$ cat config.mk
export PLATFORM = sky130hd
export DESIGN_NAME = html_tag_head_tokenizer
export DESIGN_NICKNAME = d
export VERILOG_FILES = /design/src/sv/htt_pkg.sv /design/src/sv/htt_in_reg.sv /design/src/sv/htt_fsm.sv /design/src/sv/html_tag_head_tokenizer.sv
export SDC_FILE = /design/constraint.sdc
export NUM_CORES = 1
export LEC_CHECK = 0
export BUFFER_PORTS_ARGS = -buffer_cell sky130_fd_sc_hd__buf_2
export CAP_MARGIN = 40
export CORE_ASPECT_RATIO = 0.8
export CORE_MARGIN = 3
export CORE_UTILIZATION = 46
export CTS_CLUSTER_DIAMETER = 30
export DETAILED_ROUTE_END_ITERATION = 8
export MAX_ROUTING_LAYER = met4
export PLACE_DENSITY = 0.65
export SLEW_MARGIN = 0
export SYNTH_ARGS = -nofsm -noshare
export SYNTH_HDL_FRONTEND = slang
export SYNTH_SLANG_ARGS = --single-unit
$ cat constraint.sdc
create_clock -name clk -period 5.36 [get_ports clk]
set_input_delay 0.268 -clock clk [delete_from_list [all_inputs] [get_ports clk]]
set_output_delay 0.268 -clock clk [all_outputs]
set_load 0.05 [all_outputs]
$ cat src/sv/htt_pkg.sv
// ----------------------------------------------------------------------------
// htt_pkg
// Shared types and constants for the HTML tag head tokenizer.
// ----------------------------------------------------------------------------
`default_nettype none

package htt_pkg;

    // Width of the saturating consumed-byte counter (8 to 32)
    localparam int LENGTH_BITS = 16;
    localparam int TAG_LEN_W   = 16;
    localparam int BYTE_W      = 8;

    localparam logic [BYTE_W-1:0] CH_NUL = 8'h00;
    localparam logic [BYTE_W-1:0] CH_LT  = 8'h3C;
    localparam logic [BYTE_W-1:0] CH_GT  = 8'h3E;
    localparam logic [BYTE_W-1:0] CH_EQ  = 8'h3D;
    localparam logic [BYTE_W-1:0] CH_DQ  = 8'h22;
    localparam logic [BYTE_W-1:0] CH_SQ  = 8'h27;
    localparam logic [BYTE_W-1:0] CH_SP  = 8'h20;
    localparam logic [BYTE_W-1:0] CH_TAB = 8'h09;
    localparam logic [BYTE_W-1:0] CH_CR  = 8'h0D;

    typedef enum logic [3:0] {
        PH_IDLE     = 4'd0,
        PH_PRE      = 4'd1,
        PH_TAGNAME  = 4'd2,
        PH_GAP      = 4'd3,
        PH_ANAME    = 4'd4,
        PH_AFTNAME  = 4'd5,
        PH_AFTEQ    = 4'd6,
        PH_QUOTED   = 4'd7,
        PH_UNQUOTED = 4'd8
    } phase_t;

    typedef enum logic [2:0] {
        ROLE_SYNTAX = 3'd0,
        ROLE_TAG    = 3'd1,
        ROLE_ANAME  = 3'd2,
        ROLE_VALUE  = 3'd3,
        ROLE_QUOTE  = 3'd4
    } role_t;

    typedef enum logic [1:0] {
        QK_NONE   = 2'd0,
        QK_DOUBLE = 2'd1,
        QK_SINGLE = 2'd2
    } qkind_t;

    typedef enum logic [2:0] {
        OC_BUSY     = 3'd0,
        OC_GT       = 3'd1,
        OC_NUL      = 3'd2,
        OC_STRAY_EQ = 3'd3,
        OC_NOT_TAG  = 3'd4
    } outc_t;

    typedef struct packed {
        role_t                role;
        logic                 taken;
        logic                 done;
        qkind_t               qk;
        outc_t                outc;
        logic [TAG_LEN_W-1:0] tag_length;
    } result_t;

endpackage

`default_nettype wire

$ cat src/sv/htt_in_reg.sv
// ----------------------------------------------------------------------------
// htt_in_reg
// Input register: captures one byte per item, holds it until the step
// logic consumes it.
// ----------------------------------------------------------------------------
`default_nettype none

module htt_in_reg (
    input  wire logic                           clk,
    input  wire logic                           rst_n,
    input  wire logic                           in_valid,
    output logic                                in_ready,
    input  wire logic [htt_pkg::BYTE_W-1:0]     data_byte,
    input  wire logic                           advance,
    output logic                                held_valid,
    output logic [htt_pkg::BYTE_W-1:0]          held_byte
);

    logic                         valid_reg;
    logic                         valid_next;
    logic [htt_pkg::BYTE_W-1:0]   byte_reg;

    assign in_ready   = !valid_reg || advance;
    assign valid_next = (in_valid && in_ready) ? 1'b1 : (advance ? 1'b0 : valid_reg);

    always_ff @(posedge clk or negedge rst_n)
    begin
        if (!rst_n)
        begin
            valid_reg <= 1'b0;
        end
        else
        begin
            valid_reg <= valid_next;
        end
    end

    always_ff @(posedge clk)
    begin
        if (in_valid && in_ready)
        begin
            byte_reg <= data_byte;
        end
    end

    assign held_valid = valid_reg;
    assign held_byte  = byte_reg;

endmodule

`default_nettype wire

$ cat src/sv/htt_fsm.sv
// ----------------------------------------------------------------------------
// htt_fsm
// Parse state and per-byte step logic: classifies the held byte, walks the
// phase chain combinationally and forms the result.
// ----------------------------------------------------------------------------
`default_nettype none

module htt_fsm (
    input  wire logic                           clk,
    input  wire logic                           rst_n,
    input  wire logic                           advance,
    input  wire logic [htt_pkg::BYTE_W-1:0]     cur_byte,
    output htt_pkg::result_t                    res
);

    htt_pkg::phase_t                     phase_reg;
    htt_pkg::phase_t                     phase_next;
    logic                                qsingle_reg;
    logic                                qsingle_next;
    logic [htt_pkg::LENGTH_BITS-1:0]     count_reg;
    logic [htt_pkg::LENGTH_BITS-1:0]     count_next;
    logic [htt_pkg::LENGTH_BITS-1:0]     count_base;

    logic is_sp, is_gt, is_eq, is_nul, is_lt, is_dq, is_sq, q_match;
    logic clear_cnt;
    logic [31:0] count_ext;

    assign is_sp  = (cur_byte == htt_pkg::CH_SP) ||
                    ((cur_byte >= htt_pkg::CH_TAB) && (cur_byte <= htt_pkg::CH_CR));
    assign is_gt  = (cur_byte == htt_pkg::CH_GT);
    assign is_eq  = (cur_byte == htt_pkg::CH_EQ);
    assign is_nul = (cur_byte == htt_pkg::CH_NUL);
    assign is_lt  = (cur_byte == htt_pkg::CH_LT);
    assign is_dq  = (cur_byte == htt_pkg::CH_DQ);
    assign is_sq  = (cur_byte == htt_pkg::CH_SQ);
    assign q_match = qsingle_reg ? is_sq : is_dq;

    always_comb
    begin
        res.role       = htt_pkg::ROLE_SYNTAX;
        res.taken      = 1'b0;
        res.done       = 1'b0;
        res.qk         = htt_pkg::QK_NONE;
        res.outc       = htt_pkg::OC_BUSY;
        res.tag_length = '0;
        phase_next     = phase_reg;
        qsingle_next   = qsingle_reg;
        clear_cnt      = 1'b0;

        // Phases that hand the byte on fall through to the gap handling
        case (phase_reg)
            htt_pkg::PH_PRE, htt_pkg::PH_TAGNAME:
            begin
                if (phase_reg == htt_pkg::PH_PRE && is_sp)
                begin
                    res.taken = 1'b1;
                end
                else if (!is_sp && !is_gt && !is_nul)
                begin
                    res.role   = htt_pkg::ROLE_TAG;
                    res.taken  = 1'b1;
                    phase_next = htt_pkg::PH_TAGNAME;
                end
                else
                begin
                    phase_next = htt_pkg::PH_GAP;
                end
            end
            htt_pkg::PH_GAP:
            begin
                phase_next = htt_pkg::PH_GAP;
            end
            htt_pkg::PH_ANAME, htt_pkg::PH_AFTNAME:
            begin
                if (phase_reg == htt_pkg::PH_ANAME && !is_sp && !is_eq && !is_gt && !is_nul)
                begin
                    res.role  = htt_pkg::ROLE_ANAME;
                    res.taken = 1'b1;
                end
                else if (is_sp)
                begin
                    res.taken  = 1'b1;
                    phase_next = htt_pkg::PH_AFTNAME;
                end
                else if (is_eq)
                begin
                    res.taken  = 1'b1;
                    phase_next = htt_pkg::PH_AFTEQ;
                end
                else
                begin
                    res.done   = 1'b1;
                    phase_next = htt_pkg::PH_GAP;
                end
            end
            htt_pkg::PH_AFTEQ, htt_pkg::PH_UNQUOTED:
            begin
                if (phase_reg == htt_pkg::PH_AFTEQ && is_sp)
                begin
                    res.taken = 1'b1;
                end
                else if (phase_reg == htt_pkg::PH_AFTEQ && (is_dq || is_sq))
                begin
                    res.taken    = 1'b1;
                    res.role     = htt_pkg::ROLE_QUOTE;
                    qsingle_next = is_sq;
                    phase_next   = htt_pkg::PH_QUOTED;
                end
                else if (!is_sp && !is_gt && !is_nul)
                begin
                    res.role   = htt_pkg::ROLE_VALUE;
                    res.taken  = 1'b1;
                    phase_next = htt_pkg::PH_UNQUOTED;
                end
                else
                begin
                    res.done   = 1'b1;
                    phase_next = htt_pkg::PH_GAP;
                end
            end
            htt_pkg::PH_QUOTED:
            begin
                if (q_match)
                begin
                    res.taken  = 1'b1;
                    res.role   = htt_pkg::ROLE_QUOTE;
                    res.done   = 1'b1;
                    res.qk     = qsingle_reg ? htt_pkg::QK_SINGLE : htt_pkg::QK_DOUBLE;
                    phase_next = htt_pkg::PH_GAP;
                end
                else if (is_nul)
                begin
                    res.done = 1'b1;
                    res.qk   = qsingle_reg ? htt_pkg::QK_SINGLE : htt_pkg::QK_DOUBLE;
                    res.outc = htt_pkg::OC_NUL;
                end
                else
                begin
                    res.role  = htt_pkg::ROLE_VALUE;
                    res.taken = 1'b1;
                end
            end
            default:
            begin
                clear_cnt = 1'b1;
                if (is_lt)
                begin
                    res.taken  = 1'b1;
                    phase_next = htt_pkg::PH_PRE;
                end
                else
                begin
                    res.outc   = htt_pkg::OC_NOT_TAG;
                    phase_next = htt_pkg::PH_IDLE;
                end
            end
        endcase

        // Byte re-examined at the gap between attributes
        if (phase_next == htt_pkg::PH_GAP && !res.taken && res.outc == htt_pkg::OC_BUSY)
        begin
            if (is_nul)
            begin
                res.outc = htt_pkg::OC_NUL;
            end
            else if (is_gt)
            begin
                res.taken = 1'b1;
                res.outc  = htt_pkg::OC_GT;
            end
            else if (is_sp)
            begin
                res.taken = 1'b1;
            end
            else if (is_eq)
            begin
                res.outc = htt_pkg::OC_STRAY_EQ;
            end
            else
            begin
                res.role   = htt_pkg::ROLE_ANAME;
                res.taken  = 1'b1;
                phase_next = htt_pkg::PH_ANAME;
            end
        end

        if (res.outc != htt_pkg::OC_BUSY)
        begin
            phase_next = htt_pkg::PH_IDLE;
        end

        // Saturating byte count, then clamp to the output width
        count_base = clear_cnt ? '0 : count_reg;
        if (res.taken && (count_base != {htt_pkg::LENGTH_BITS{1'b1}}))
        begin
            count_next = count_base + 1'b1;
        end
        else
        begin
            count_next = count_base;
        end
        count_ext      = 32'(count_next);
        res.tag_length = (count_ext > 32'h0000_FFFF) ? {htt_pkg::TAG_LEN_W{1'b1}} :
                         count_ext[htt_pkg::TAG_LEN_W-1:0];
    end

    always_ff @(posedge clk or negedge rst_n)
    begin
        if (!rst_n)
        begin
            phase_reg   <= htt_pkg::PH_IDLE;
            qsingle_reg <= 1'b0;
            count_reg   <= '0;
        end
        else if (advance)
        begin
            phase_reg   <= phase_next;
            qsingle_reg <= qsingle_next;
            count_reg   <= count_next;
        end
    end

endmodule

`default_nettype wire

$ cat src/sv/html_tag_head_tokenizer.sv
// ----------------------------------------------------------------------------
// html_tag_head_tokenizer
// Tokenizes an HTML tag head one text byte per item, labeling each byte.
// ----------------------------------------------------------------------------
// Usage:
//   Input channel in_valid/in_ready carries one text byte (data_byte) per
//   item; a zero byte marks end of text. Each input item yields exactly one
//   result item on out_valid/out_ready: role, byte_taken, attr_done,
//   quote_kind, outcome and tag_length.
//   Path: a byte accepted from the input channel lands in the input
//   register; its result is registered in the result register when the
//   byte advances. Throughput is one item per cycle while the receiver
//   does not stall: the whole phase chain for a byte is resolved in the
//   step logic between the input and result registers.
//   If the receiver stalls, the result register holds its item, the input
//   register holds one more byte, and in_ready then drops until out_ready
//   returns. Parse state advances only when a byte moves into the result
//   register.
//   Reset (rst_n low, asynchronous) empties both registers and returns the
//   parser to idle, waiting for '<', with a zero length count.
// ----------------------------------------------------------------------------
`default_nettype none

module html_tag_head_tokenizer (
    input  wire logic                                clk,
    input  wire logic                                rst_n,
    input  wire logic                                in_valid,
    output logic                                     in_ready,
    input  wire logic [7:0]                          data_byte,
    output logic                                     out_valid,
    input  wire logic                                out_ready,
    output logic [2:0]                               role,
    output logic                                     byte_taken,
    output logic                                     attr_done,
    output logic [1:0]                               quote_kind,
    output logic [2:0]                               outcome,
    output logic [15:0]                              tag_length
);

    logic                              held_valid;
    logic [htt_pkg::BYTE_W-1:0]        held_byte;
    logic                              advance;
    htt_pkg::result_t                  step_res;
    htt_pkg::result_t                  res_reg;
    logic                              out_valid_reg;
    logic                              out_valid_next;

    assign advance = held_valid && (!out_valid_reg || out_ready);

    htt_in_reg u_in_reg (
        .clk        (clk),
        .rst_n      (rst_n),
        .in_valid   (in_valid),
        .in_ready   (in_ready),
        .data_byte  (data_byte),
        .advance    (advance),
        .held_valid (held_valid),
        .held_byte  (held_byte)
    );

    htt_fsm u_fsm (
        .clk      (clk),
        .rst_n    (rst_n),
        .advance  (advance),
        .cur_byte (held_byte),
        .res      (step_res)
    );

    assign out_valid_next = advance ? 1'b1 : (out_ready ? 1'b0 : out_valid_reg);

    always_ff @(posedge clk or negedge rst_n)
    begin
        if (!rst_n)
        begin
            out_valid_reg <= 1'b0;
        end
        else
        begin
            out_valid_reg <= out_valid_next;
        end
    end

    always_ff @(posedge clk)
    begin
        if (advance)
        begin
            res_reg <= step_res;
        end
    end

    assign out_valid  = out_valid_reg;
    assign role       = res_reg.role;
    assign byte_taken = res_reg.taken;
    assign attr_done  = res_reg.done;
    assign quote_kind = res_reg.qk;
    assign outcome    = res_reg.outc;
    assign tag_length = res_reg.tag_length;

endmodule

`default_nettype wire
==> results_dict.tcl <==
set metrics [dict create \
    combPwrFrac 0.104 \
    postRouteAntennaNets 0 \
    via_per_inst 6.01 \
    maxCapViolations 0 \
    crit_chain "nor3_2, xnor2_1, nand2_1, inv_1, ha_1, nand3_1, nor3_1, and3_1, or3_1, nor3_2, and3b_1, a21boi_0, o21a_1" \
    async_flop_share 0.404 \
    rsz0062_at_grt "false" \
    worstPathArrival_ns 4.20 \
    switching_power_w 0.000268 \
    overflow 0 \
    syn-num-nets 369 \
    utilization 0.548 \
    vias 2904 \
    hold-worst-slack_ns 0.0958 \
    nFillCells 648 \
    yosysSeqAreaShare 0.470 \
    worstPathRequired_ns 5.46 \
    cellPowerDensity_mw_per_mm2 257 \
    crit_type "reg -> reg" \
    syn_avg_cell_area_um2 9.54 \
    p_leak_nw 1.57 \
    synth_most_common_cell "nand2_1" \
    synth_area_leader_cell "edfxtp_1" \
    seqPwrFrac 0.502 \
    synth_cells 356 \
    antenna_cells 0 \
    drive_above_1_share 0.182 \
    cts_buffers 9 \
    die-area_mm2 0.00846 \
    slew_violations 0 \
    clkLatencyLatePin_ns 0.35 \
    die_h_um 82.9 \
    cts.htree.levels 3 \
    synth_edf_count 34 \
    grt_max_degree 32 \
    port_buffers 39 \
    num_rows 27 \
    drt_first_iter_violations 288 \
    synth_area_leaders "edfxtp_1 (30%), dfrtp_1 (17%), nand2_1 (5.2%)" \
    crit_slowest_cell "dfrtp_1" \
    crit_fanout 19 \
    nNetsFinal 404 \
    maxSlewHeadroom 0.451 \
    hold_class "in -> reg" \
    wl_um 8230 \
    drc 0 \
    finalSetupTns_ns 0 \
    path_clk_slew_ns 0.07 \
    start_util 0.483 \
    tightest_slew_ns 0.816 \
    crit_buf_inv 1 \
    synth_area_mm2 0.00340 \
    cts_tree "done" \
    area.growth.synth_to_final_pct 13.4 \
    p_clk_frac 0.393 \
    dieWidth_um 102 \
    ios 40 \
    cts_root_buffer "clkbuf_8" \
    fmax_mhz 244 \
    critPathLaunchType "flop" \
    critPathTopFamily "simple AND/OR/NAND/NOR gates" \
    grt_pass1_wl_um 13400 \
    cp-end-kind "flop" \
    cpMostUsedCell "nor3_2" \
    core_area_mm2 0.00703 \
    synth_top_flop_cell "edfxtp_1" \
    cts.sinks 57 \
    place_congestion 0.943 \
    ys_ff_latch 57 \
    cts_max_path_buffers 2 \
    internal_power_w 0.000720 \
    slowest_delay_ns 0.59 \
    yosysWarnings 0 \
    period_needed_ns 4.10 \
    cts_setup_buffers 0 \
    antenna_found_initial 0 \
    hpwl_um 5680 \
    finalHoldViolCount 0 \
    skew_ns 0.00919 \
    synth_common_cells "nand2_1 (47), edfxtp_1 (34), nor2_1 (26)" \
    synth_top_area_share 0.301 \
    wire_per_inst_um 17.0 \
    grt_usage 0.209 \
    dr.pass1.iters 5 \
    finalCritPeriodShare 0.765 \
    yosysUniqueCellTypes 69 \
    status "finished, final reports clean" \
    p_sw_frac 0.271 \
    ir_drop_mv 0.166 \
    setup_viol 0 \
    grt_pass1_vias 2584 \
]
==> kinds of logic (layout without fill, tap and decap cells) <==
| family | after synthesis | after routing | share of synthesized area |
|---|---|---|---|
| buf+inv | 28 | 68 | 0.0372 |
| fa+ha+maj | 1 | 1 | 0.00368 |
| compound gates | 79 | 79 | 0.174 |
| mux | 1 | 1 | 0.00331 |
| xor+xnor | 8 | 8 | 0.0206 |
| simple gates | 182 | 182 | 0.291 |
| flops | 57 | 57 | 0.470 |
==> area by class of cell <==
class                      count  area [µm²]  share of cell area
multi-input combinational    271        1670               0.435
sequential                    57        1600               0.415
timing repair buffer          45         259              0.0673
clock buffer                  10         128              0.0331
tap                           87         109              0.0283
clock inverter                 6        58.8              0.0153
inverter                       7        26.3             0.00682
==> stage by stage <==
stage / total power [W] / cells / setup WS [ns] / cell area (µm²)
after floorplan: 0.000575 / 356 / 1.81 / 3400
after global placement: 0.000604 / 464 / 1.51 / 3620
after detailed placement: 0.000609 / 466 / 1.34 / 3650
after CTS: 0.00100 / 483 / 1.30 / 3850
after global routing: 0.00103 / 483 / 0.906 / 3850
final: 0.000988 / 483 / 1.26 / 3850
==> power by group through the flow <==
stage,registers [W],logic (W),clock network (W)
after floorplan,0.000543,0.0000321,0
after global placement,0.000505,0.0000989,0
after detailed placement,0.000505,0.000104,0
after CTS,0.000496,0.000105,0.000399
after global routing,0.000498,0.000111,0.000422
final,0.000496,0.000103,0.000389
==> worst register-to-register path, cell delays in order (launching register included) <==
cell and delay (ns):
dfrtp_1 0.59, nor3_2 0.42, xnor2_1 0.24, nand2_1 0.18, inv_1 0.07, ha_1 0.25
nand3_1 0.17, nor3_1 0.10, and3_1 0.23, or3_1 0.43, nor3_2 0.37, and3b_1 0.46
a21boi_0 0.15, o21a_1 0.20
==> timing repair <==
item                      CTS  global route
hold buffers                1             0
hold endpoints to repair   23             0
resized for setup           0             0
==> worst paths after layout <==
check	from	to	slack, ns	depth (start not counted)
max reg2reg	u_fsm.phase_reg[0]	tag_length[7]	1.26	13
max in group asynchronous	rst_n	u_fsm.count_reg[7]	4.50	2
min reg2reg	u_in_reg.held_valid	out_valid	0.50	1
min	data_byte[5]	u_in_reg.held_byte[5]	0.1	1
min in group asynchronous	rst_n	u_fsm.count_reg[0]	0.46	2
max	u_fsm.phase_reg[0]	tag_length[7]	1.26	13
==> layer usage <==
metal | part of all wire | vias up | routed length, µm | GRT usage
met5 | 0 | - | 0 | -
met4 | 0.015 | 0 | 122 | 0.0667
met3 | 0.068 | 11 | 556 | 0.0596
met2 | 0.40 | 101 | 3330 | 0.255
met1 | 0.51 | 1358 | 4230 | 0.328
li1 | - | 1434 | - | -
==> cell usage in the layout (no fill, tap or decap), types with 9 or more instances in the layout <==
cell       n
nand3_1   22
o21ai_0   13
clkbuf_8   9
edfxtp_1  34
buf_2     39
nor2_1    26
dfrtp_1   23
nand2_1   47
nand4_1   16
a21oi_1    9
nor3_1    13
(Power assumes the default switching activity.)
